`src/design/rpq_pkg.sv`:
```
// Shared types, constants and palette lookups for the RGB palette quantizer.
// No dependencies; every design file refers to it by scoped names.
package rpq_pkg;

   localparam int CELL_COUNT  = 256;
   localparam int INDEX_WIDTH = 8;
   localparam int DIST_WIDTH  = 18;
   localparam int SUM_WIDTH   = 15;
   localparam int PROD_WIDTH  = 28;

   // floor(x / 100) for x below 25600 as (x * 5243) >> 19
   localparam int LUMA_RECIP = 5243;
   localparam int LUMA_SHIFT = 19;

   // floor(y / 15) for y below 240 as (y * 137) >> 11
   localparam int GREY_RECIP = 137;
   localparam int GREY_SHIFT = 11;

   localparam logic [7:0] GREY_LOW  = 8'd8;
   localparam logic [7:0] GREY_HIGH = 8'd247;
   localparam logic [7:0] GREY_BASE = 8'd16;
   localparam logic [7:0] BW_SPLIT  = 8'd128;

   localparam logic [7:0] IDX_BLACK = 8'd0;
   localparam logic [7:0] IDX_WHITE = 8'd15;

   localparam logic [DIST_WIDTH-1:0] DIST_MAX = '1;

   // Method register codes; the codes above BW search all entries
   localparam logic [2:0] METHOD_EUCLID_ALL = 3'd0;
   localparam logic [2:0] METHOD_EUCLID_32  = 3'd1;
   localparam logic [2:0] METHOD_EUCLID_16  = 3'd2;
   localparam logic [2:0] METHOD_GREY       = 3'd3;
   localparam logic [2:0] METHOD_BW         = 3'd4;

   typedef enum logic [1:0] {
      SCOPE_ALL  = 2'd0,
      SCOPE_32   = 2'd1,
      SCOPE_16   = 2'd2,
      SCOPE_NONE = 2'd3
   } scope_type;

   typedef struct packed {
      logic                  valid;
      logic [7:0]            red;
      logic [7:0]            green;
      logic [7:0]            blue;
      scope_type             scope;
      logic [7:0]            best_idx;
      logic [DIST_WIDTH-1:0] best_dist;
   } bus_type;

   localparam logic [7:0] LEV_RED   [7]  = '{8'd18, 8'd55, 8'd91, 8'd128, 8'd164, 8'd200,
                                             8'd237};
   localparam logic [7:0] LEV_GREEN [8]  = '{8'd16, 8'd48, 8'd80, 8'd112, 8'd143, 8'd175,
                                             8'd207, 8'd239};
   localparam logic [7:0] LEV_BLUE  [4]  = '{8'd32, 8'd96, 8'd159, 8'd223};
   localparam logic [7:0] SYS_GREEN [4]  = '{8'd0, 8'd85, 8'd170, 8'd255};
   localparam logic [7:0] GREY_LEV  [16] = '{8'd15, 8'd30, 8'd45, 8'd60, 8'd75, 8'd90,
                                             8'd105, 8'd120, 8'd135, 8'd150, 8'd165,
                                             8'd180, 8'd195, 8'd210, 8'd225, 8'd240};

   function automatic logic [7:0] pal_red(input logic [7:0] idx);
      logic [7:0] color;
      if (idx > 8'd31) begin
         color = LEV_RED[idx[7:5] - 3'd1];
      end else if (idx > 8'd15) begin
         color = GREY_LEV[idx[3:0]];
      end else begin
         color = idx[2] ? 8'd255 : 8'd0;
      end
      return color;
   endfunction

   function automatic logic [7:0] pal_green(input logic [7:0] idx);
      logic [7:0] color;
      if (idx > 8'd31) begin
         color = LEV_GREEN[idx[3:1]];
      end else if (idx > 8'd15) begin
         color = GREY_LEV[idx[3:0]];
      end else begin
         color = SYS_GREEN[{idx[3], idx[1]}];
      end
      return color;
   endfunction

   function automatic logic [7:0] pal_blue(input logic [7:0] idx);
      logic [7:0] color;
      if (idx > 8'd31) begin
         color = LEV_BLUE[{idx[4], idx[0]}];
      end else if (idx > 8'd15) begin
         color = GREY_LEV[idx[3:0]];
      end else begin
         color = idx[0] ? 8'd255 : 8'd0;
      end
      return color;
   endfunction

endpackage

```
`src/design/rpq_cell.sv`:
```
// One search cell: squared distance to its own palette entry, then keep the
// running minimum. Uses rpq_pkg; instantiated once per entry by the top level.
module rpq_cell (
   input  logic                              clock,
   input  logic                              reset,
   input  logic                              advance,
   input  logic [rpq_pkg::INDEX_WIDTH-1:0]   entry,
   input  rpq_pkg::bus_type                  bus_in_beat,
   output rpq_pkg::bus_type                  bus_out
);

   logic [7:0]       pal_r, pal_g, pal_b;
   logic [7:0]       diff_r, diff_g, diff_b;
   logic [15:0]      sq_r_ff, sq_g_ff, sq_b_ff;
   rpq_pkg::bus_type mid_ff;

   logic [rpq_pkg::DIST_WIDTH-1:0] sq_sum;
   logic                           active;
   logic                           take;
   rpq_pkg::bus_type               bus_ff;
   rpq_pkg::bus_type               bus_in;

   assign pal_r = rpq_pkg::pal_red(entry);
   assign pal_g = rpq_pkg::pal_green(entry);
   assign pal_b = rpq_pkg::pal_blue(entry);

   assign diff_r = (bus_in_beat.red   > pal_r) ? bus_in_beat.red   - pal_r
                                               : pal_r - bus_in_beat.red;
   assign diff_g = (bus_in_beat.green > pal_g) ? bus_in_beat.green - pal_g
                                               : pal_g - bus_in_beat.green;
   assign diff_b = (bus_in_beat.blue  > pal_b) ? bus_in_beat.blue  - pal_b
                                               : pal_b - bus_in_beat.blue;

   always_ff @(posedge clock) begin
      if (reset) begin
         mid_ff.valid <= 1'b0;
      end else if (advance) begin
         mid_ff <= bus_in_beat;
      end
   end

   always_ff @(posedge clock) begin
      if (advance) begin
         sq_r_ff <= 16'(diff_r) * 16'(diff_r);
         sq_g_ff <= 16'(diff_g) * 16'(diff_g);
         sq_b_ff <= 16'(diff_b) * 16'(diff_b);
      end
   end

   assign sq_sum = rpq_pkg::DIST_WIDTH'(sq_r_ff) + rpq_pkg::DIST_WIDTH'(sq_g_ff)
                 + rpq_pkg::DIST_WIDTH'(sq_b_ff);

   always_comb begin
      case (mid_ff.scope)
         rpq_pkg::SCOPE_ALL:  active = 1'b1;
         rpq_pkg::SCOPE_32:   active = (entry < 8'd32);
         rpq_pkg::SCOPE_16:   active = (entry < 8'd16);
         default:             active = 1'b0;
      endcase
   end

   // strict compare: the lowest index keeps a tie
   assign take = active && (sq_sum < mid_ff.best_dist);

   always_comb begin
      bus_in = mid_ff;
      if (take) begin
         bus_in.best_dist = sq_sum;
         bus_in.best_idx  = entry;
      end
   end

   always_ff @(posedge clock) begin
      if (reset) begin
         bus_ff.valid <= 1'b0;
      end else if (advance) begin
         bus_ff <= bus_in;
      end
   end

   assign bus_out = bus_ff;

endmodule

```
`config.mk`:
```
export PLATFORM = sky130hd
export DESIGN_NAME = rpq_cell
export DESIGN_NICKNAME = d
export VERILOG_FILES = /design/src/design/rpq_pkg.sv /design/src/design/rpq_cell.sv
export SDC_FILE = /design/constraint.sdc
export NUM_CORES = 1
export LEC_CHECK = 0
export ABC_AREA = 1
export CORE_MARGIN = 1.5
export CORE_UTILIZATION = 60
export CTS_BUF_LIST = sky130_fd_sc_hd__clkbuf_4 sky130_fd_sc_hd__clkbuf_8 sky130_fd_sc_hd__clkbuf_16
export DETAILED_ROUTE_END_ITERATION = 7
export DONT_BUFFER_PORTS = 1
export HOLD_SLACK_MARGIN = 0.03
export PLACE_DENSITY = 0.76
export REMOVE_ABC_BUFFERS = 1
export SLEW_MARGIN = 20
export SYNTH_ARGS = -nofsm -noshare
export SYNTH_HDL_FRONTEND = slang
export SYNTH_SLANG_ARGS = --single-unit
```
`constraint.sdc`:
```
create_clock -name clock -period 13.2 [get_ports clock]
set_clock_uncertainty 0.15 [all_clocks]
set_input_delay 0.66 -clock clock [delete_from_list [all_inputs] [get_ports clock]]
set_output_delay 0.66 -clock clock [all_outputs]
set_load 0.01 [all_outputs]
```
Word level (Yosys, flattened, before mapping):

Memory sizes are Yosys's and may differ from the RTL's.
Cells that the tools add are included.

* add/sub/neg operators: 9
* multipliers: 3
* order comparisons: 13
* equal/unequal tests: 2
* multiplexer cells: 25
* bitwise gates (word level): 6
* reduce and logical (&&, ||, !) cells: 3

Operator list (number)
* 2-to-1 mux 8 bit: 21
* multiplier 8 x 8 -> 16 bit: 3
* subtractor 8 bit: 6
* binary-select mux 8 bit (select 2 bit): 2
* 2-to-1 mux 26 bit: 1
* > comparator 8 bit: 3
* adder 17 x 16 -> 18 bit: 1
* < comparator 18 bit: 1
* adder 16 x 16 -> 17 bit: 1
* >= comparator 4 bit (second input constant): 2
* > comparator 8 x 4 -> 1 bit (second input constant): 1
* > comparator 8 x 5 -> 1 bit (second input constant): 1
* < comparator 8 x 5 -> 1 bit (second input constant): 1
* < comparator 8 x 6 -> 1 bit (second input constant): 1
* NOT 3 -> 4 bit: 2
* >= comparator 3 bit (second input constant): 2
* NOT 2 -> 3 bit: 2
* >= comparator 5 bit (second input constant): 1
* NOT 4 -> 5 bit: 1
* one-hot mux 1 bit (3 select lines): 1
* subtractor 3 x 1 -> 3 bit (second input constant): 1
* equality test 2 x 1 -> 1 bit (second input constant): 1
* equality test 2 bit (second input constant): 1
* zero test 2 bit: 1
* 3 further kinds: 3

* bits in registers: 154
* ROM bits: 256
* input port bits: 64
* logic and storage cells: 81
* memories: 3

Memory list
* (name not given): words 16, width 8, read ports 1, clocked after Yosys merged registers in 0, write ports 0, RTL line rpq_pkg.sv:92 `color = GREY_LEV[idx[3:0]];`
* (name not given): words 8, width 8, read ports 1, clocked after Yosys merged registers in 0, write ports 0, RTL line rpq_pkg.sv:78 `color = LEV_GREEN[idx[3:1]];`
* (name not given): words 8, width 8, read ports 1, clocked after Yosys merged registers in 0, write ports 0, RTL line rpq_pkg.sv:66 `color = LEV_RED[idx[7:5] - 3'd1];`

Logic depth before layout (Yosys ltp):

Gate-level depths: netlist of the first run.

* depth after elaboration: 9
* depth in mapped cells: 39
* gate-level depth less buffers: 38

Worst setup path after synthesis of the first run:

Ideal clock, no wire load.

* kind: input to register
* from: input port entry[5] (netlist name)
* to: register sq_r_ff[13], data pin
* library setup time: 252 ps
* arrival time: 6167 ps
* path slack: 6630 ps
* stages: 33
* buffers on the path: 0
* cells stage by stage: nor2_4 > nand2_4 > nor2_4 > inv_1 > nor2_1 > nor3_1 > ha_1 > fa_1 > inv_1 > nand3_1 > nand3_1 > nand2_1 > a21boi_2 > nand2_1 > nand2_2 > inv_2 > nor2_2 > inv_2 > fa_1 > inv_1 > fa_1 > inv_1 > fa_1 > fa_1 > inv_1 > ha_1 > a21oi_1 > a21boi_0 > o21ai_0 > nand2_1 > nand2_1 > nand2_1 > nand2_1

* word-level cells in the longest chain between the ends: 9

RTL lines
* start, declared: RTL line rpq_cell.sv:7 `input logic [rpq_pkg::INDEX_WIDTH-1:0] entry,`
* subtractor 3 x 1 -> 3 bit: RTL line rpq_pkg.sv:66
* NOT 3 -> 4 bit (implied by the code): RTL line rpq_pkg.sv:66
* memory read (8 x 8 bit)
* 2-to-1 mux 8 bit (implied by the code) (2 in a row): RTL line rpq_pkg.sv:66
* 2-to-1 mux 8 bit (*): RTL line rpq_pkg.sv:65 `if (idx > 8'd31) begin`
* subtractor 8 bit (tied with other cells): RTL line rpq_cell.sv:28 `: pal_r - bus_in_beat.red;`
* 2-to-1 mux 8 bit (*): RTL line rpq_cell.sv:27 `assign diff_r = (bus_in_beat.red > pal_r) ? bus_in_beat.red - pal_r`
* multiplier 8 x 8 -> 16 bit (*): RTL line rpq_cell.sv:44 `sq_r_ff <= 16'(diff_r) * 16'(diff_r);`
* end signal, assigned: RTL line rpq_cell.sv:44
* end, declared: RTL line rpq_cell.sv:14 `logic [15:0] sq_r_ff, sq_g_ff, sq_b_ff;`

Every way passes the cells marked *; elsewhere a longest branch is shown, timed or not. The select of a mux whose other input is x is not followed.
A chain may end at the register's enable or synchronous reset.

Worst setup path in the final report of the first run:

Same ends and word-level chain as after synthesis.

==> results of run 1 <==
path summary, 6_finish.rpt:
check                              to                  from  slack [ns]
min          bus_out[52]$_SDFFE_PP0P_                 reset        0.13
max reg2reg     bus_out[23]$_DFFE_PP_  sq_b_ff[4]$_DFFE_PP_        9.07
max             sq_r_ff[13]$_DFFE_PP_              entry[5]        6.21
min reg2reg     bus_out[48]$_DFFE_PP_  bus_in[48]$_DFFE_PP_        0.27
synth_stat cells (all sizes together) (6+ instances only):
cell,instances
fa,97
xor2,40
nor3,7
o21ai,32
o21bai,7
a21oi,70
nand4,13
inv,375
nor2,132
nand2,493
edfxtp,149
ha,169
xnor2,20
buf,12
a21o,6
nand3,73
a21boi,7
cell type report:
class | instances | area (µm²)
tap | 319 | 399.1
sequential | 151 | 4514
inverter | 376 | 1411
timing repair buffer | 1 | 7.507
multi-input combinational | 1185 | 8388
fill | 1904 | 8172
clock buffer | 17 | 425.4
clock inverter | 15 | 155.1
routing by layer:
| layer | share of wire (%) | global-route usage, % | vias to the layer above | wire length [µm] |
|---|---|---|---|---|
| li1 | - | - | 5381 | - |
| met1 | 43 | 34.05 | 5161 | 13400 |
| met2 | 49 | 46.47 | 279 | 15110 |
| met3 | 6.2 | 4.134 | 41 | 1905 |
| met4 | 1.6 | 7.323 | 0 | 496 |
| met5 | 0 | 0 | - | 0 |
worst max-delay path: cells and delay by family:
kind,cells,cell delay [ns]
AND/OR/NAND/NOR,14,1.86
adder cells (fa/ha/maj),7,3.08
buffers and inverters,6,0.39
AO/OA/AOI/OAI,4,1.03
sequential cells by signal (all words and copies together) (netlist names):
signal   flops
bus_out     53
bus_in      27
mid_ff      26
sq_b_ff     15
sq_g_ff     15
sq_r_ff     15
kinds of logic after synthesis:
kind of cell	count (synthesis)	share of synthesized area [%]
compound gates	130	5.244
xor+xnor	60	3.653
fa+ha+maj	266	28.20
buf+inv	388	10.39
flops	151	31.38
other cells	2	0.05220
simple gates	726	21.08
cells in the final DEF (no fill, tap or decap), types with 2 or more instances in the layout:
cell type	synthesis	final
inv_8	0	4
inv_6	0	7
o21a_1	2	2
clkinv_2	0	2
o21ai_2	2	2
nand3_1	73	73
nand2_4	4	4
inv_2	22	22
clkbuf_16	0	17
edfxtp_1	149	149
a21o_1	6	6
or2_2	3	3
a21oi_1	68	68
a21boi_0	6	6
xnor2_1	20	20
fa_1	97	97
nor2_2	8	8
nor2_1	120	119
nor2_4	3	4
conb_1	2	3
xor2_1	40	40
o21bai_1	7	7
nor3_1	7	7
dfxtp_1	2	2
inv_1	353	353
ha_1	169	169
nand4_1	12	12
nand2_2	20	20
a211oi_1	3	3
and3_1	3	3
o2111ai_1	2	2
nand2_1	469	469
o21ai_0	22	22
o21ai_1	8	8
stage by stage:
step	setup slack (ns)	instance area, µm²	hold WS [ns]	utilization (%)
after floorplan	6.623	14310	0.2503	-
after global placement	6.054	14720	0.2505	62.71
after detailed placement	5.884	14720	0.2545	62.71
after CTS	6.257	15300	0.1276	65.19
after global routing	5.742	15300	0.1295	65.19
final	6.209	15300	0.1305	65.19
==> metrics.md, run 1 <==
| Metric | Value |
|---|---|
| Outcome | `complete, no violations` |
| Non-Filler Instances | `between 2000 and 2500` |
| Top FF cell, synth | `edfxtp_1` |
| Worst setup path category | `input port to flop` |
| Synthesis-to-layout area growth | `6.357%` |
| Worst-margin pin slew | `slightly above 1 ns` |
| Post-Synthesis Cells | `1723` |
| Final period util | `52.96%` |
| IO Count | `~120` |
| Routed wire length | `between 30 and 40 mm` |
| CP dominant cell by count | `nand2_1` |
| Vias per Instance | `approximately 5.3` |
| Synth Register Bits | `approximately 150` |
| Final Net Count | `2062` |
| Post-route ant nets | `0` |
| CTS max path bufs | `2` |
| Max Freq | `about 140 MHz` |
| WL/cell | `approximately 15 µm` |
| Max incr delay on CP | `~0.55 ns` |
| FP Rows | `56` |
| # hold bufs at CTS | `0` |
| Setup crit start kind | `input port` |
| Max cap viols | `0` |
| Hold Path Class | `input port to flop` |
| Num CTS Buffers | `17` |
| Ratio of cells with drive above 1 in the final layout | `5.845%` |
| DRC Markers | `0` |
| Tmin final | `6.991 ns` |
| Diodes inserted | `0` |
| Synth area leader | `edfxtp_1` |
| Post-synth ARST share | `0%` |
| IO buf count | `0` |
| Max FO, Critical Path | `8` |
| CTS Sinks | `between 150 and 200` |
| Count of cell types in the netlist | `42` |
| Worst-path clk slew | `about 0.070 ns` |
| Vias | `10860` |
| Arr. time, crit path | `7.04 ns` |
| RSZ-0062 raised after global routing | `false` |
| Gpl congestion | `around 0.91` |
| H-tree levels | `4` |
| Drt first-iter violations | `roughly 870` |
| Postcts setup bufs | `0` |
| Worst hold stages | `1` |
| YS warnings | `0` |
| GRT Total Usage | `26.55%` |
| Initial antenna violation count | `0` |
| Crit. End Element | `flop` |
| Root buf cell | `clkbuf_16` |
| Synth Area per Inst | `around 8.3 µm²` |
| Largest net degree at the start of global routing | `between 80 and 90` |
| WP data required | `~13 ns` |
| Post-synth top area share | `~31%` |
| Core area | `approximately 0.023 mm²` |
| Post-synth EDFFs | `between 100 and 150` |
| Floorplan die height | `around 160 µm` |
| Final Hold Violating Endpoints | `0` |
| Die Span X | `157.8 µm` |
| 1st-pass router iterations | `5` |
| CP max-delay cell | `fa_1` |
| Setup violators final | `0` |
| CTS resizes | `0` |
| CTS tree | `done` |
| Vias in the first global route | `between 10000 and 15000` |
| Starting Density | `approximately three fifths` |
| Grt ovf | `0` |
| Synth area leaders | `edfxtp_1, ha_1, fa_1, nand2_1, inv_1` |
| Sequential element share of the synthesized area | `a little under a third` |
| First-pass GRT wire length | `between 50 and 60 mm` |
| Total Die Area | `between 0.02 and 0.025 mm²` |
| Post-Synthesis Cell Area | `about 0.014 mm²` |
| Placed cell count | `2032` |
| Slew HR | `roughly 33%` |
| Fin Setup TNS | `0 ns` |
| Later-pin clock latency in the skew report | `roughly 0.44 ns` |
| Pins over their slew limit | `0` |
| DP HPWL | `approximately 25 mm` |
| Reg2Reg Depth | `20` |
Power of run 1 is left out: the tool's default activity adds up to more than one toggle a clock period on the data nets, which glitch-free logic cannot reach.
==> run 2, diff against run 1 <==
- PLACE_DENSITY: 0.76 -> 0.79
- clock period: 13.2 -> 6.2 ns (I/O delays scaled with it)
==> run 2 against run 1 <==
Setup slack worse by 6.0 ns. Sequential share of layout area shrank 2.8 points. Sequential cell count unchanged. Cell count increased by 8.0%. Via count is 9.5% higher. Critical endpoint unchanged. Routed wire length grew 15%. Count of clock-buffer cells in the layout is the same. Critical path depth grew 4. Register-to-register slack got worse by 7.1 ns. First-iteration DRC count grew 22%. Worst hold slack lost 0.023 ns.
==> metrics.md, run 2 (same netlist as run 1, synthesis figures left out) <==
| Metric | Value |
|---|---|
| Outcome | `complete, no violations` |
| Core area | `0.02347 mm² (unchanged)` |
| Max FO, Critical Path | `6 (-2)` |
| Post-route ant nets | `0 (unchanged)` |
| Gpl congestion | `0.9328 (+2.5%)` |
| Hold Path Class | `input port to flop` |
| Critical path depth | `35 (+13%)` |
| Worst-margin pin slew | `1.005 ns (-0.003730 ns)` |
| Tmin final | `around 6.0 ns` |
| Final Net Count | `2227 (+8.0%)` |
| Slew HR | `32.99% (+0.25 points)` |
| Crit path buffers/inverters | `11 (+5)` |
| Root buf cell | `clkbuf_16` |
| Starting Density | `61.29% (unchanged)` |
| M1 WL | `14.52 mm (+8.4%)` |
| H-tree levels | `4 (unchanged)` |
| CTS tree | `done` |
| Pins over their slew limit | `0 (unchanged)` |
| Most frequent cells in the layout | `nand2_1, inv_1, ha_1` |
| Cell family with most CP delay | `adder cells` |
| Max reg flops | `53 (unchanged)` |
| Routed wl met3 | `2.324 mm (+22%)` |
| Filler instances | `1636 (-14%)` |
| DR WL met2 | `17.65 mm (+17%)` |
| Die Span X | `157.8 µm (unchanged)` |
| Setup violators final | `0 (unchanged)` |
| WP data required | `6.24 ns (-7.01 ns)` |
| Diodes inserted | `0 (unchanged)` |
| Arr. time, crit path | `6.04 ns (-1.00 ns)` |
| Vias in the first global route | `12090 (+10%)` |
| Later-pin clock latency in the skew report | `0.43 ns (about the same)` |
| DP HPWL | `27.22 mm (+9.6%)` |
| RSZ-0062 raised after global routing | `true` |
| Drt first-iter violations | `1055 (+22%)` |
| WL/cell | `15.94 µm (+6.5%)` |
| Ratio of cells with drive above 1 in the final layout | `12.36% (+6.5 points)` |
| Largest net degree at the start of global routing | `81 (-5.8%)` |
| Worst-path clk slew | `0.07 ns (about the same)` |
| Routed wire length | `35.54 mm (+15%)` |
| Vias per Instance | `5.338 (+1.4%)` |
| Max incr delay on CP | `0.55 ns (about the same)` |
| Initial antenna violation count | `0 (unchanged)` |
| Final Hold Violating Endpoints | `0 (unchanged)` |
| FP Rows | `56 (unchanged)` |
| Max cap viols | `0 (unchanged)` |
| IO Count | `117 (unchanged)` |
| Vias | `11900 (+9.5%)` |
| Setup crit start kind | `input port` |
| Synthesis-to-layout area growth | `17.32%` |
| 1st-pass router iterations | `5 (unchanged)` |
| Reg2Reg Depth | `20 (unchanged)` |
| CTS max path bufs | `2 (unchanged)` |
| Floorplan die height | `157.8 µm (unchanged)` |
| Commonest non-fill, non-tap cell in the layout | `nand2_1` |
| IO buf count | `0 (unchanged)` |
| CP dominant cell by count | `nand2_1` |
| Worst hold stages | `1 (unchanged)` |
| DRC Markers | `0 (unchanged)` |
| First-pass GRT wire length | `57.06 mm (+10%)` |
| CP max-delay cell | `fa_1` |
| Final period util | `96.81%` |
| Max Freq | `166.6 MHz` |
| DR top layer | `met4` |
| Grt ovf | `0 (unchanged)` |
| Crit. End Element | `flop` |
| Total Die Area | `0.02492 mm² (unchanged)` |
| Util after Layout | `71.91% (+6.7 points)` |
| Worst setup path category | `input port to flop` |
| Num CTS Buffers | `17 (unchanged)` |
| GRT Total Usage | `29.59% (+3.0 points)` |
| CTS Sinks | `151 (unchanged)` |
## run 2: changes by cell type in the layout (fill, tap and decap cells not counted), sizes merged
cell         delta
clkinv          +2
dlygate4sd3    +62
clkinvlp        +2
inv             -4
buf           +103
## run 2: repair_timing
action,in CTS,in global routing
endpoints found under the setup margin,0,22
setup buffers,0,0
resized for setup,0,47
hold buffers,63,0
endpoints found under the hold margin,129,0
## run 2: area by class of cell
type	count	area (µm²)	area share, %
Sequential cell	151	4514	26.75
Tap cell	319	399.1	2.365
Clock buffer	17	425.4	2.520
Timing Repair Buffer	166	1421	8.421
Multi-Input combinational cell	1185	8544	50.62
Clock inverter	15	160.2	0.9489
Inverter	376	1414	8.377
## run 2: worst paths after layout
kind,slack [ns],from,to
hold / removal,0.11,advance,sq_g_ff[9]$_DFFE_PP_
setup / recovery,0.20,entry[6],sq_r_ff[13]$_DFFE_PP_
hold reg to reg,0.26,bus_in[43]$_DFFE_PP_,bus_out[43]$_DFFE_PP_
setup reg to reg,1.98,sq_r_ff[4]$_DFFE_PP_,bus_out[4]$_DFFE_PP_
## run 2: worst reg2reg max path, delay by kind of cell, from the launching register on
kind | cells | cell delay, ns
AND/OR/NAND/NOR | 12 | 1.59
adder cells (fa/ha/maj) | 3 | 1.18
AO/OA/AOI/OAI | 4 | 0.68
flip-flops | 1 | 0.41
buffers and inverters | 1 | 0.07
## run 2: layer usage
| layer | GRT usage [%] | vias up |
|---|---|---|
| met3 | 5.037 | 86 |
| met1 | 35.83 | 5648 |
| met4 | 11.81 | 0 |
| met5 | 0 | - |
| li1 | - | 5707 |
| met2 | 52.26 | 458 |
## run 2: per-stage QoR
| step | area [µm²] | setup WS (ns) | std cells | setup TNS (ns) | hold slack, ns |
|---|---|---|---|---|---|
| 2_1_floorplan | 14310 | -0.02737 | 1712 | -0.05209 | 0.2291 |
| 3_3_place_gp | 15490 | -0.02560 | 2134 | -0.04839 | 0.2294 |
| 3_5_place_dp | 15490 | -0.1487 | 2134 | -1.062 | 0.2352 |
| 4_1_cts | 16720 | 0.1920 | 2229 | 0 | 0.1042 |
| 5_1_grt | 16880 | -0.08976 | 2229 | -0.3831 | 0.1079 |
| 6_report | 16880 | 0.1978 | 2229 | 0 | 0.1075 |
Power of run 2 is left out for the same reason.
