<file path="src/design/rpq_pkg.sv">
// Shared types, constants and palette lookups for the RGB palette quantizer.
// No dependencies; every design file refers to it by scoped names.
package rpq_pkg;

   localparam int CELL_COUNT  = 256;
   localparam int INDEX_WIDTH = 8;
   localparam int DIST_WIDTH  = 18;
   localparam int SUM_WIDTH   = 15;
   localparam int PROD_WIDTH  = 28;

   // floor(x / 100) for x below 25600 as (x * 5243) >> 19
   localparam int LUMA_RECIP = 5243;
   localparam int LUMA_SHIFT = 19;

   // floor(y / 15) for y below 240 as (y * 137) >> 11
   localparam int GREY_RECIP = 137;
   localparam int GREY_SHIFT = 11;

   localparam logic [7:0] GREY_LOW  = 8'd8;
   localparam logic [7:0] GREY_HIGH = 8'd247;
   localparam logic [7:0] GREY_BASE = 8'd16;
   localparam logic [7:0] BW_SPLIT  = 8'd128;

   localparam logic [7:0] IDX_BLACK = 8'd0;
   localparam logic [7:0] IDX_WHITE = 8'd15;

   localparam logic [DIST_WIDTH-1:0] DIST_MAX = '1;

   // Method register codes; the codes above BW search all entries
   localparam logic [2:0] METHOD_EUCLID_ALL = 3'd0;
   localparam logic [2:0] METHOD_EUCLID_32  = 3'd1;
   localparam logic [2:0] METHOD_EUCLID_16  = 3'd2;
   localparam logic [2:0] METHOD_GREY       = 3'd3;
   localparam logic [2:0] METHOD_BW         = 3'd4;

   typedef enum logic [1:0] {
      SCOPE_ALL  = 2'd0,
      SCOPE_32   = 2'd1,
      SCOPE_16   = 2'd2,
      SCOPE_NONE = 2'd3
   } scope_type;

   typedef struct packed {
      logic                  valid;
      logic [7:0]            red;
      logic [7:0]            green;
      logic [7:0]            blue;
      scope_type             scope;
      logic [7:0]            best_idx;
      logic [DIST_WIDTH-1:0] best_dist;
   } bus_type;

   localparam logic [7:0] LEV_RED   [7]  = '{8'd18, 8'd55, 8'd91, 8'd128, 8'd164, 8'd200,
                                             8'd237};
   localparam logic [7:0] LEV_GREEN [8]  = '{8'd16, 8'd48, 8'd80, 8'd112, 8'd143, 8'd175,
                                             8'd207, 8'd239};
   localparam logic [7:0] LEV_BLUE  [4]  = '{8'd32, 8'd96, 8'd159, 8'd223};
   localparam logic [7:0] SYS_GREEN [4]  = '{8'd0, 8'd85, 8'd170, 8'd255};
   localparam logic [7:0] GREY_LEV  [16] = '{8'd15, 8'd30, 8'd45, 8'd60, 8'd75, 8'd90,
                                             8'd105, 8'd120, 8'd135, 8'd150, 8'd165,
                                             8'd180, 8'd195, 8'd210, 8'd225, 8'd240};

   function automatic logic [7:0] pal_red(input logic [7:0] idx);
      logic [7:0] color;
      if (idx > 8'd31) begin
         color = LEV_RED[idx[7:5] - 3'd1];
      end else if (idx > 8'd15) begin
         color = GREY_LEV[idx[3:0]];
      end else begin
         color = idx[2] ? 8'd255 : 8'd0;
      end
      return color;
   endfunction

   function automatic logic [7:0] pal_green(input logic [7:0] idx);
      logic [7:0] color;
      if (idx > 8'd31) begin
         color = LEV_GREEN[idx[3:1]];
      end else if (idx > 8'd15) begin
         color = GREY_LEV[idx[3:0]];
      end else begin
         color = SYS_GREEN[{idx[3], idx[1]}];
      end
      return color;
   endfunction

   function automatic logic [7:0] pal_blue(input logic [7:0] idx);
      logic [7:0] color;
      if (idx > 8'd31) begin
         color = LEV_BLUE[{idx[4], idx[0]}];
      end else if (idx > 8'd15) begin
         color = GREY_LEV[idx[3:0]];
      end else begin
         color = idx[0] ? 8'd255 : 8'd0;
      end
      return color;
   endfunction

endpackage

</file>
<file path="src/design/rpq_tail.sv">
// Output stage: per-channel error against the chosen entry, output register.
// Uses rpq_pkg; takes the beat leaving the last search cell.
module rpq_tail (
   input  logic             clock,
   input  logic             reset,
   input  logic             advance,
   input  rpq_pkg::bus_type bus_in_beat,
   output logic             out_valid,
   output logic [7:0]       out_index,
   output logic signed [8:0] out_err_red,
   output logic signed [8:0] out_err_green,
   output logic signed [8:0] out_err_blue
);

   logic              valid_ff;
   logic [7:0]        index_ff;
   logic signed [8:0] err_r_ff, err_g_ff, err_b_ff;
   logic signed [8:0] err_r_in, err_g_in, err_b_in;

   assign err_r_in = $signed({1'b0, bus_in_beat.red})
                   - $signed({1'b0, rpq_pkg::pal_red(bus_in_beat.best_idx)});
   assign err_g_in = $signed({1'b0, bus_in_beat.green})
                   - $signed({1'b0, rpq_pkg::pal_green(bus_in_beat.best_idx)});
   assign err_b_in = $signed({1'b0, bus_in_beat.blue})
                   - $signed({1'b0, rpq_pkg::pal_blue(bus_in_beat.best_idx)});

   always_ff @(posedge clock) begin
      if (reset) begin
         valid_ff <= 1'b0;
      end else if (advance) begin
         valid_ff <= bus_in_beat.valid;
      end
   end

   always_ff @(posedge clock) begin
      if (advance) begin
         index_ff <= bus_in_beat.best_idx;
         err_r_ff <= err_r_in;
         err_g_ff <= err_g_in;
         err_b_ff <= err_b_in;
      end
   end

   assign out_valid     = valid_ff;
   assign out_index     = index_ff;
   assign out_err_red   = err_r_ff;
   assign out_err_green = err_g_ff;
   assign out_err_blue  = err_b_ff;

endmodule

</file>
<file path="config.mk">
export PLATFORM = sky130hd
export DESIGN_NAME = rpq_tail
export DESIGN_NICKNAME = d
export VERILOG_FILES = /design/src/design/rpq_pkg.sv /design/src/design/rpq_tail.sv
export SDC_FILE = /design/constraint.sdc
export NUM_CORES = 1
export LEC_CHECK = 0
export ABC_CLOCK_PERIOD_IN_PS = 2900
export BUFFER_PORTS_ARGS = -buffer_cell sky130_fd_sc_hd__buf_2
export CAP_MARGIN = 20
export CELL_PAD_IN_SITES_DETAIL_PLACEMENT = 1
export CELL_PAD_IN_SITES_GLOBAL_PLACEMENT = 2
export CORE_MARGIN = 3
export CORE_UTILIZATION = 30
export CTS_CLUSTER_SIZE = 24
export DETAILED_ROUTE_END_ITERATION = 12
export PLACE_DENSITY = 0.78
export SYNTH_ARGS = -nofsm -noshare
export SYNTH_HDL_FRONTEND = slang
export SYNTH_SLANG_ARGS = --single-unit
</file>
<file path="constraint.sdc">
create_clock -name clock -period 2.9 [get_ports clock]
set_input_delay 0.145 -clock clock [delete_from_list [all_inputs] [get_ports clock]]
set_output_delay 0.145 -clock clock [all_outputs]
set_load 0.05 [all_outputs]
</file>
=== Word-level counts from Yosys, hierarchy flattened ===
Memory sizes are Yosys's and may differ from the RTL's.
Cells that the tools add are included.

* Add/subtract/negate cells: 4
* Magnitude comparators: 7
* Multiplexer cells: 20
* Bitwise operators: 5

{| class="wikitable"
|+ Operators by type and width
! operator !! count
|-
| 8-bit two-way mux || 18
|-
| 8-bit binary-select mux with 2-bit select || 2
|-
| 8-bit by 8-bit subtractor with 9-bit output || 3
|-
| 4-bit >= comparator (second input constant) || 2
|-
| 8-bit by 4-bit greater-than comparator with 1-bit output (second input constant) || 1
|-
| 8-bit by 5-bit greater-than comparator with 1-bit output (second input constant) || 1
|-
| 3-bit inverter with 4-bit output || 2
|-
| 3-bit >= comparator (second input constant) || 2
|-
| 2-bit inverter with 3-bit output || 2
|-
| 5-bit >= comparator (second input constant) || 1
|-
| 4-bit inverter with 5-bit output || 1
|-
| 3-bit by 1-bit subtractor with 3-bit output (second input constant) || 1
|}

* Bits in registers: 36
* ROM bits: 256
* Bits of input ports: 56
* Output and inout bits: 36
* Word-level logic and storage cells: 44
* Memories kept: 3

{| class="wikitable"
|+ Memory list
! memory !! words !! bits a word !! read ports !! clocked after Yosys merged registers in !! wr ports !! line !! text
|-
| (name not given) || 16 || 8 || 1 || 0 || 0 || rpq_pkg.sv:92 || <nowiki>color = GREY_LEV[idx[3:0]];</nowiki>
|-
| (name not given) || 8 || 8 || 1 || 0 || 0 || rpq_pkg.sv:78 || <nowiki>color = LEV_GREEN[idx[3:1]];</nowiki>
|-
| (name not given) || 8 || 8 || 1 || 0 || 0 || rpq_pkg.sv:66 || <nowiki>color = LEV_RED[idx[7:5] - 3'd1];</nowiki>
|}

=== Logic depth before layout (Yosys ltp) ===
Gate-level depths: netlist of run 1.

* Word-level depth: 7
* Mapped depth: 13
* Mapped depth without buffers: 13

=== Worst setup path after synthesis of run 1 ===
OpenSTA, ideal clock, no wires.

* Path kind: input -> register
* Start point: input port bus_in_beat[25] (netlist name)
* End point: register err_b_ff[6], in the netlist out_err_blue[6] (data pin)
* Library setup time: 0.258 ns
* Data arrival time: 2.077 ns
* Required time: 2.642 ns
* Path slack: 0.566 ns
* Stages on the path: 12
* Buffers on the path: 1
* Cell sequence: buf_4 -> nor3_4 -> nand2_1 -> xnor2_1 -> ha_1 -> inv_1 -> fa_1 -> a21o_1 -> a21oi_1 -> o21ai_1 -> nor2_1 -> xnor2_1

* Longest elaborated chain between the ends: 4
* Elaborated cells between the ends (all ways): 5
* Classes of those cells: add/sub: 1; order compare: 2; mux: 2

{| class="wikitable"
|+ Ends and longest elaborated chain
! what !! line !! text
|-
| start, declared || rpq_tail.sv:7 || <nowiki>input rpq_pkg::bus_type bus_in_beat,</nowiki>
|-
| 8-bit by 4-bit greater-than comparator with 1-bit output || rpq_pkg.sv:91 || <nowiki>end else if (idx > 8'd15) begin</nowiki>
|-
| 8-bit two-way mux || rpq_pkg.sv:91 ||
|-
| 8-bit two-way mux * || rpq_pkg.sv:89 || <nowiki>if (idx > 8'd31) begin</nowiki>
|-
| 8-bit by 8-bit subtractor with 9-bit output * || rpq_tail.sv:25 || <nowiki>- $signed({1'b0, rpq_pkg::pal_blue(bus_in_beat.best_idx)});</nowiki>
|-
| named net err_b_in[6] || rpq_tail.sv:18 || <nowiki>logic signed [8:0] err_r_in, err_g_in, err_b_in;</nowiki>
|-
| end signal, assigned || rpq_tail.sv:40 || <nowiki>err_b_ff <= err_b_in;</nowiki>
|-
| end, declared || rpq_tail.sv:17 || <nowiki>logic signed [8:0] err_r_ff, err_g_ff, err_b_ff;</nowiki>
|}

Mark *: on every way through the listed nets, which the timed path passes. The rest lies on a longest branch.
A chain may end at the register's enable or synchronous reset.

=== Worst setup path in the final report of run 1 ===
* Start point: input port bus_in_beat[23] (netlist name)
* End point: register err_g_ff[7], in the netlist out_err_green[7] (data pin)

* Longest elaborated chain between the ends: 4
* Elaborated cells between the ends (all ways): 5
* Classes of those cells: add/sub: 1; order compare: 2; mux: 2

{| class="wikitable"
|+ Ends and longest elaborated chain
! what !! line !! text
|-
| 8-bit by 4-bit greater-than comparator with 1-bit output || rpq_pkg.sv:79 || <nowiki>end else if (idx > 8'd15) begin</nowiki>
|-
| 8-bit two-way mux || rpq_pkg.sv:79 ||
|-
| 8-bit two-way mux * || rpq_pkg.sv:77 || <nowiki>if (idx > 8'd31) begin</nowiki>
|-
| 8-bit by 8-bit subtractor with 9-bit output * || rpq_tail.sv:23 || <nowiki>- $signed({1'b0, rpq_pkg::pal_green(bus_in_beat.best_idx)});</nowiki>
|-
| named net err_g_in[7] || rpq_tail.sv:18 ||
|-
| end signal, assigned || rpq_tail.sv:39 || <nowiki>err_g_ff <= err_g_in;</nowiki>
|-
| end, declared || rpq_tail.sv:17 ||
|}

Marks and branches as above.

==> results of run 1 <==
[flip-flops by register name (all words and copies together), names as in the netlist]
name	flops
out_err_blue	9
out_err_green	9
out_err_red	9
out_index	8
out_valid	1
[per-stage QoR]
step / utilization (%) / total power, mW / worst slack [ns] / instances / area [µm²]
after detailed placement: 37.89 / 1.353 / 0.08771 / 376 / 2793
after floorplan: - / 1.192 / 0.5658 / 207 / 2326
after global placement: 37.89 / 1.340 / 0.1802 / 376 / 2793
final: 39.49 / 1.771 / 0.4868 / 385 / 2910
after CTS: 39.49 / 1.801 / 0.4123 / 385 / 2910
after global routing: 39.49 / 1.871 / 0.2373 / 385 / 2910
[final cells by class]
cell class              instances  area (µm²)
repair buffers                 75       387.9
well taps                      99       123.9
clock inverters                 2       35.03
clock buffers                   6       72.57
inverters                      13       48.80
fillers                       879        4459
flip-flops and latches         36        1071
multi-input cells             154        1171
[layout by cell type, fill, tap and decap left out, types with 2 or more instances in the layout]
cell type,synthesis,routed
a21o_1,2,2
or3_1,3,3
o21a_1,6,6
buf_2,1,71
nand2b_1,5,5
xnor2_1,15,15
ha_1,24,24
o21ai_0,10,10
a21boi_0,4,4
o22ai_1,2,2
a31o_2,2,2
mux2i_1,3,3
a211oi_1,2,2
o211ai_1,3,3
nand3_1,3,3
inv_1,13,13
nor2_1,12,12
o21ai_1,2,2
nor2b_1,4,4
clkbuf_8,0,5
buf_4,1,3
nand2_1,16,16
xor2_1,5,5
a21oi_1,17,17
edfxtp_1,35,35
fa_1,3,3
o41ai_1,2,2
[worst min-delay path, stage by stage]
cell     delay [ns]
buf_2          0.07
mux2i_1        0.06
nor2_1         0.08
[power groups by stage]
stage | logic [mW] | clock network [mW] | registers, mW
detailed placement | 0.653 | 0 | 0.699
floorplan | 0.223 | 0 | 0.969
finish | 0.646 | 0.437 | 0.688
CTS | 0.655 | 0.457 | 0.689
global route | 0.702 | 0.474 | 0.695
global placement | 0.642 | 0 | 0.698
[worst max path at each step]
stage / from / endpoint / slack [ns] / cells after the start
2_1_floorplan: bus_in_beat[25] / out_err_blue[6] / 0.57 / 12
3_3_place_gp: bus_in_beat[23] / out_err_blue[8] / 0.18 / 11
3_5_place_dp: bus_in_beat[23] / out_err_blue[8] / 0.09 / 11
4_1_cts: bus_in_beat[23] / out_err_blue[8] / 0.41 / 11
5_1_grt: bus_in_beat[23] / out_err_blue[8] / 0.24 / 11
6_report: bus_in_beat[23] / out_err_green[7] / 0.49 / 10
[cell families after synthesis]
logic type | share of synthesized area [%]
AOI/OAI and AO/OA | 14.69
xor gates and xnor gates | 7.531
adders and majority gates | 15.49
buffers and inverters | 3.604
DFF | 46.05
muxes | 1.291
and+or+nand+nor | 11.35
[layer usage]
metal / part of all wire (%) / track usage (%)
met2: 47 / 20.17
met1: 47 / 16.13
met4: 1.2 / 4.332
met5: 0 / 0
met3: 4.3 / 2.885
==> impl_metrics.py, run 1 <==
metrics = {
    "status": {
        "status": "complete, no violations",
    },
    "clock_tree": {
        "hold_buffers": 1,
        "post_cts_resized": 0,
        "cts_max_path_buffers": 2,
        "clkSinkCount": 36,
        "cts_buffers": 5,
        "cts.clk_slew.worst_paths_ns": 0.08,
        "cts_tree": "yes",
        "cts_root_buf": "clkbuf_8",
        "cts_max_level": 2,
        "post_cts_buffers": 0,
        "worstSkewPairLatency_ns": 0.29,
    },
    "power_and_ir_drop": {
        "ir_drop_v": 0.0002246,
        "pwr-share-comb_pct": 36.5,
        "power_frac_seq_pct": 38.8,
        "p_sw_mw": 0.6537,
        "p_per_area_mw_per_mm2": 608.6,
        "switching_share_pct": 36.91,
        "power_leakage_nw": 1.261,
        "internal_power_mw": 1.117,
        "clock_power_share_pct": 24.7,
    },
    "route": {
        "drtIter0Drc": 46,
        "wl_um": 5365,
        "ant_nets": 0,
        "wl_per_cell_um": 13.94,
        "first_pass_iters": 3,
        "drcViolationCount": 0,
        "vias": 1795,
        "viasPerCell": 4.662,
    },
    "global_route": {
        "grt_usage_pct": 12.41,
        "antenna_found_initial": 0,
        "grt_overflow": 0,
        "grt_pass1_wl_um": 8604,
        "grt_start_max_net_pins": 37,
        "grt_pass1_vias": 1821,
    },
    "floorplanning": {
        "start_util_pct": 31.56,
        "rows": 31,
        "ios": 92,
        "core_area_mm2": 0.007370,
        "fp.dieArea_mm2": 0.008845,
        "die_height_um": 94.05,
        "dieWidth_um": 94.05,
    },
    "finish": {
        "layout-drive-gt1-share_pct": 30.77,
        "final_nets": 368,
        "diodes": 0,
        "area_growth_pct": 25.12,
    },
    "sta": {
        "slew_violations": 0,
        "fmax_ghz": 0.4144,
        "rsz0062_at_grt": "no",
        "setup_viol": 0,
        "worst_pin_slew_ns": 0.8567,
        "relSlewSlack_pct": 42.88,
        "fin_crit_ns": 2.413,
        "hold_viol": 0,
        "clock_skew_ns": 0,
        "min_period_over_period_pct": 83.21,
        "whs_ns": 0.09986,
        "fin_setup_tns_ns": 0,
    },
    "synth": {
        "avgSynthCellArea_um2": 11.24,
        "synth_async_sr_flop_share_pct": 0,
        "synth_most_common_cell": "edfxtp_1",
        "synth-edff-count": 35,
        "synth_top_area_share_pct": 45.19,
        "synth_nets": 290,
        "ys_seq_area_share_pct": 46.05,
        "synth_area_leaders": "edfxtp_1 45%, ha_1 13%, xnor2_1 5.6%",
        "synth-seq-cells": 36,
        "yosysWarnings": 0,
        "syn_area_mm2": 0.002326,
        "ys_top_cells_by_count": "35 x edfxtp_1, 24 x ha_1, 17 x a21oi_1",
        "synthDistinctLibCells": 37,
        "netlist_instances": 207,
        "synth_top_area_cell": "edfxtp_1",
        "synth_top_flop_cell": "edfxtp_1",
    },
    "placed_design": {
        "io_buffers": 71,
        "place.gp.congestion": 0.6910,
        "place_hpwl_um": 4252,
    },
    "worst_setup_path": {
        "crit_type": "in2reg",
        "ff2ff_setup_slack_ns": 2.31,
        "worstReg2RegStart": "out_valid",
        "critical_path.cell_chain": "buf_2 -> nor3_4 -> nand2_1 -> a21oi_1 -> ha_1 -> nor2b_1 -> o21ai_1 -> o211ai_1 -> o31ai_1 -> xnor2_1",
        "crit_arrival_ns": 2.45,
        "required_ns": 2.94,
        "crit_family": "compound AO/OA/AOI/OAI gates",
        "r2r_end": "out_valid",
        "rr_worst_depth": 2,
        "end_kind": "flip-flop",
        "critPathLaunchType": "primary input",
        "critPathMaxStageDelay_ns": 0.38,
        "crit_path_top_delay_cell": "nor3_4",
        "worst-path-buf-inv": 1,
        "path_max_fanout": 9,
    },
    "job": {
        "cap_violations": 0,
    },
    "hold_path": {
        "hold_class": "in2reg",
        "whs_path_depth": 3,
        "holdPathEnd": "out_valid",
        "hold_start": "bus_in_beat[52]",
    },
}
No activity file was read; power rests on OpenSTA's default activity.
==> inputs of run 2 (changes only) <==
--- a/config.mk
+++ b/config.mk
@@ -5,16 +5,16 @@
 export SDC_FILE = /design/constraint.sdc
 export NUM_CORES = 1
 export LEC_CHECK = 0
-export ABC_CLOCK_PERIOD_IN_PS = 2900
+export ABC_CLOCK_PERIOD_IN_PS = 2200
 export BUFFER_PORTS_ARGS = -buffer_cell sky130_fd_sc_hd__buf_2
 export CAP_MARGIN = 20
 export CELL_PAD_IN_SITES_DETAIL_PLACEMENT = 1
 export CELL_PAD_IN_SITES_GLOBAL_PLACEMENT = 2
 export CORE_MARGIN = 3
-export CORE_UTILIZATION = 30
+export CORE_UTILIZATION = 27
 export CTS_CLUSTER_SIZE = 24
 export DETAILED_ROUTE_END_ITERATION = 12
-export PLACE_DENSITY = 0.78
+export PLACE_DENSITY = 0.74
 export SYNTH_ARGS = -nofsm -noshare
 export SYNTH_HDL_FRONTEND = slang
 export SYNTH_SLANG_ARGS = --single-unit
==> constraint.sdc (replaced) <==
create_clock -name clock -period 2.2 [get_ports clock]
set_input_delay 0.11 -clock clock [delete_from_list [all_inputs] [get_ports clock]]
set_output_delay 0.11 -clock clock [all_outputs]
set_load 0.05 [all_outputs]
==> run 2 against run 1 <==
Compared with the run above: via count is 6.4% higher; worst hold slack got worse by 0.032 ns; power is 30% higher; clock skew is the same; utilization fell by 0.97 points; sequential share of layout area is 3.3 points lower; routed wire length grew 10%; cell area grew 9.8%; setup slack lost 0.34 ns; non-clock buffer count increased by 31; first-iteration DRC count rose by 17%; largest power group is now combinational logic.
==> impl_metrics.py, run 2 (same netlist as run 1, synthesis figures left out) <==
metrics = {
    "clock_tree": {
        "cts_max_level": 2,
        "cts_tree": "yes",
        "cts_root_buf": "clkbuf_8",
        "cts_buffers": 5,
        "clkSinkCount": 36,
        "worstSkewPairLatency_ns": 0.28,
        "cts_max_path_buffers": 2,
        "cts.clk_slew.worst_paths_ns": 0.08,
    },
    "placed_design": {
        "io_buffers": 71,
        "placed_cells": 412,
        "place_hpwl_um": 4641,
        "place.gp.congestion": 0.7929,
    },
    "worst_setup_path": {
        "critPathLaunchType": "primary input",
        "required_ns": 2.28,
        "path_max_fanout": 5,
        "end_kind": "flip-flop",
        "rr_worst_depth": 2,
        "crit_arrival_ns": 2.14,
        "crit_type": "in2reg",
    },
    "finish": {
        "diodes": 0,
        "layout-drive-gt1-share_pct": 41.96,
        "final_common_cell": "buf_2",
        "final_cell_mix": "71 x buf_2, 35 x edfxtp_1, 33 x buf_4, 23 x ha_1, 16 x nand2_1",
        "area_growth_pct": 37.44,
        "fin_util_pct": 38.52,
        "final_nets": 399,
        "final_cells": 422,
    },
    "sta": {
        "hold_viol": 0,
        "min_period_over_period_pct": 93.44,
        "relSlewSlack_pct": 67.76,
        "slew_violations": 0,
        "fmax_ghz": 0.4865,
        "clock_skew_ns": 0,
        "worst_pin_slew_ns": 0.4836,
        "fin_crit_ns": 2.056,
        "setup_viol": 0,
    },
    "power_and_ir_drop": {
        "power_leakage_nw": 1.418,
        "pwr-share-comb_pct": 40.9,
        "switching_share_pct": 38.64,
        "ir_drop_v": 0.0001983,
        "clock_power_share_pct": 19.8,
        "p_sw_mw": 0.8914,
        "power_frac_seq_pct": 39.3,
        "internal_power_mw": 1.416,
        "p_per_area_mw_per_mm2": 721.7,
    },
    "floorplanning": {
        "die_height_um": 98.82,
        "ios": 92,
        "core_area_mm2": 0.008299,
        "rows": 33,
        "start_util_pct": 28.03,
        "fp.dieArea_mm2": 0.009764,
        "dieWidth_um": 98.82,
    },
    "route": {
        "drcViolationCount": 0,
        "vias": 1909,
        "first_pass_iters": 4,
        "drtIter0Drc": 54,
        "wl_per_cell_um": 14.04,
        "viasPerCell": 4.524,
        "wl_um": 5924,
        "ant_nets": 0,
    },
    "global_route": {
        "antenna_found_initial": 0,
        "grt_start_max_net_pins": 37,
        "grt_pass1_vias": 2010,
        "grt_overflow": 0,
        "grt_usage_pct": 12.33,
        "grt_pass1_wl_um": 9577,
    },
    "job": {
        "cap_violations": 0,
    },
    "hold_path": {
        "whs_path_depth": 3,
        "hold_class": "in2reg",
    },
    "status": {
        "status": "complete, no violations",
    },
}
## run 2: cell types whose count changed in the layout (fill, tap and decap cells not counted), sizes merged
cell    change
buf        +31
bufinv      -1
clkbuf      -1
clkinv      +2
## run 2: path summary, 6_finish.rpt
kind / startpoint / end / slack (ns)
setup / recovery: bus_in_beat[25] / out_err_blue[8] / 0.14
hold / removal: bus_in_beat[52] / out_valid / 0.07
setup reg to reg: out_valid / out_valid / 1.62
hold reg to reg: out_valid / out_valid / 0.50
## run 2: cell type report
class / count / area, µm²
Tap cell: 105 / 131.4
Clock buffer: 5 / 68.82
Fill cell: 963 / 5102
Clock inverter: 3 / 13.76
Sequential cell: 36 / 1071
Inverter: 13 / 48.80
Timing Repair Buffer: 106 / 633.1
Multi-Input combinational cell: 154 / 1230
## run 2: metal layers
metal	up-vias	share of wire [%]	wire, µm	GRT usage, %
li1	971	-	-	-
met1	884	46	2744	16.45
met2	46	48	2822	20.14
met3	8	4.0	237	2.123
met4	0	2.0	120	4.307
met5	-	0	0	0
## run 2: power by group through the flow
stage,Sequential (mW),Combinational (mW),Clock (mW)
3_5_place_dp,0.923,0.933,0
2_1_floorplan,1.28,0.300,0
6_report,0.907,0.942,0.458
3_3_place_gp,0.920,0.921,0
4_1_cts,0.910,0.939,0.485
5_1_grt,0.918,1.02,0.503
## run 2: per-stage QoR
step                 TNS, ns  hold slack, ns  worst slack (ns)  power, mW  cell area (µm²)
finish                     0         0.06786            0.1444      2.307             3197
detailed placement    -1.518          0.2711           -0.2374      1.856             3057
CTS                        0         0.06077           0.04666      2.335             3149
floorplan           -0.01813          0.1824          -0.01813      1.577             2345
global placement      -1.114          0.2677           -0.2520      1.841             3057
global route        -0.03199         0.08720          -0.03199      2.440             3197
## run 2: critical path, stage by stage
cell and delay, ns:
buf_2 0.13, nor3_4 0.26, nand2_1 0.16, xnor2_2 0.18
ha_2 0.19, inv_1 0.05, fa_2 0.34, a21o_1 0.17
a21oi_2 0.16, o21ai_1 0.10, o41ai_1 0.27
## run 2: repair_timing
item,in CTS,in global routing
endpoints found under the hold margin,1,0
gates resized for setup,0,11
buffers inserted,0,1
endpoints found under the setup margin,0,9
hold buffers,1,0
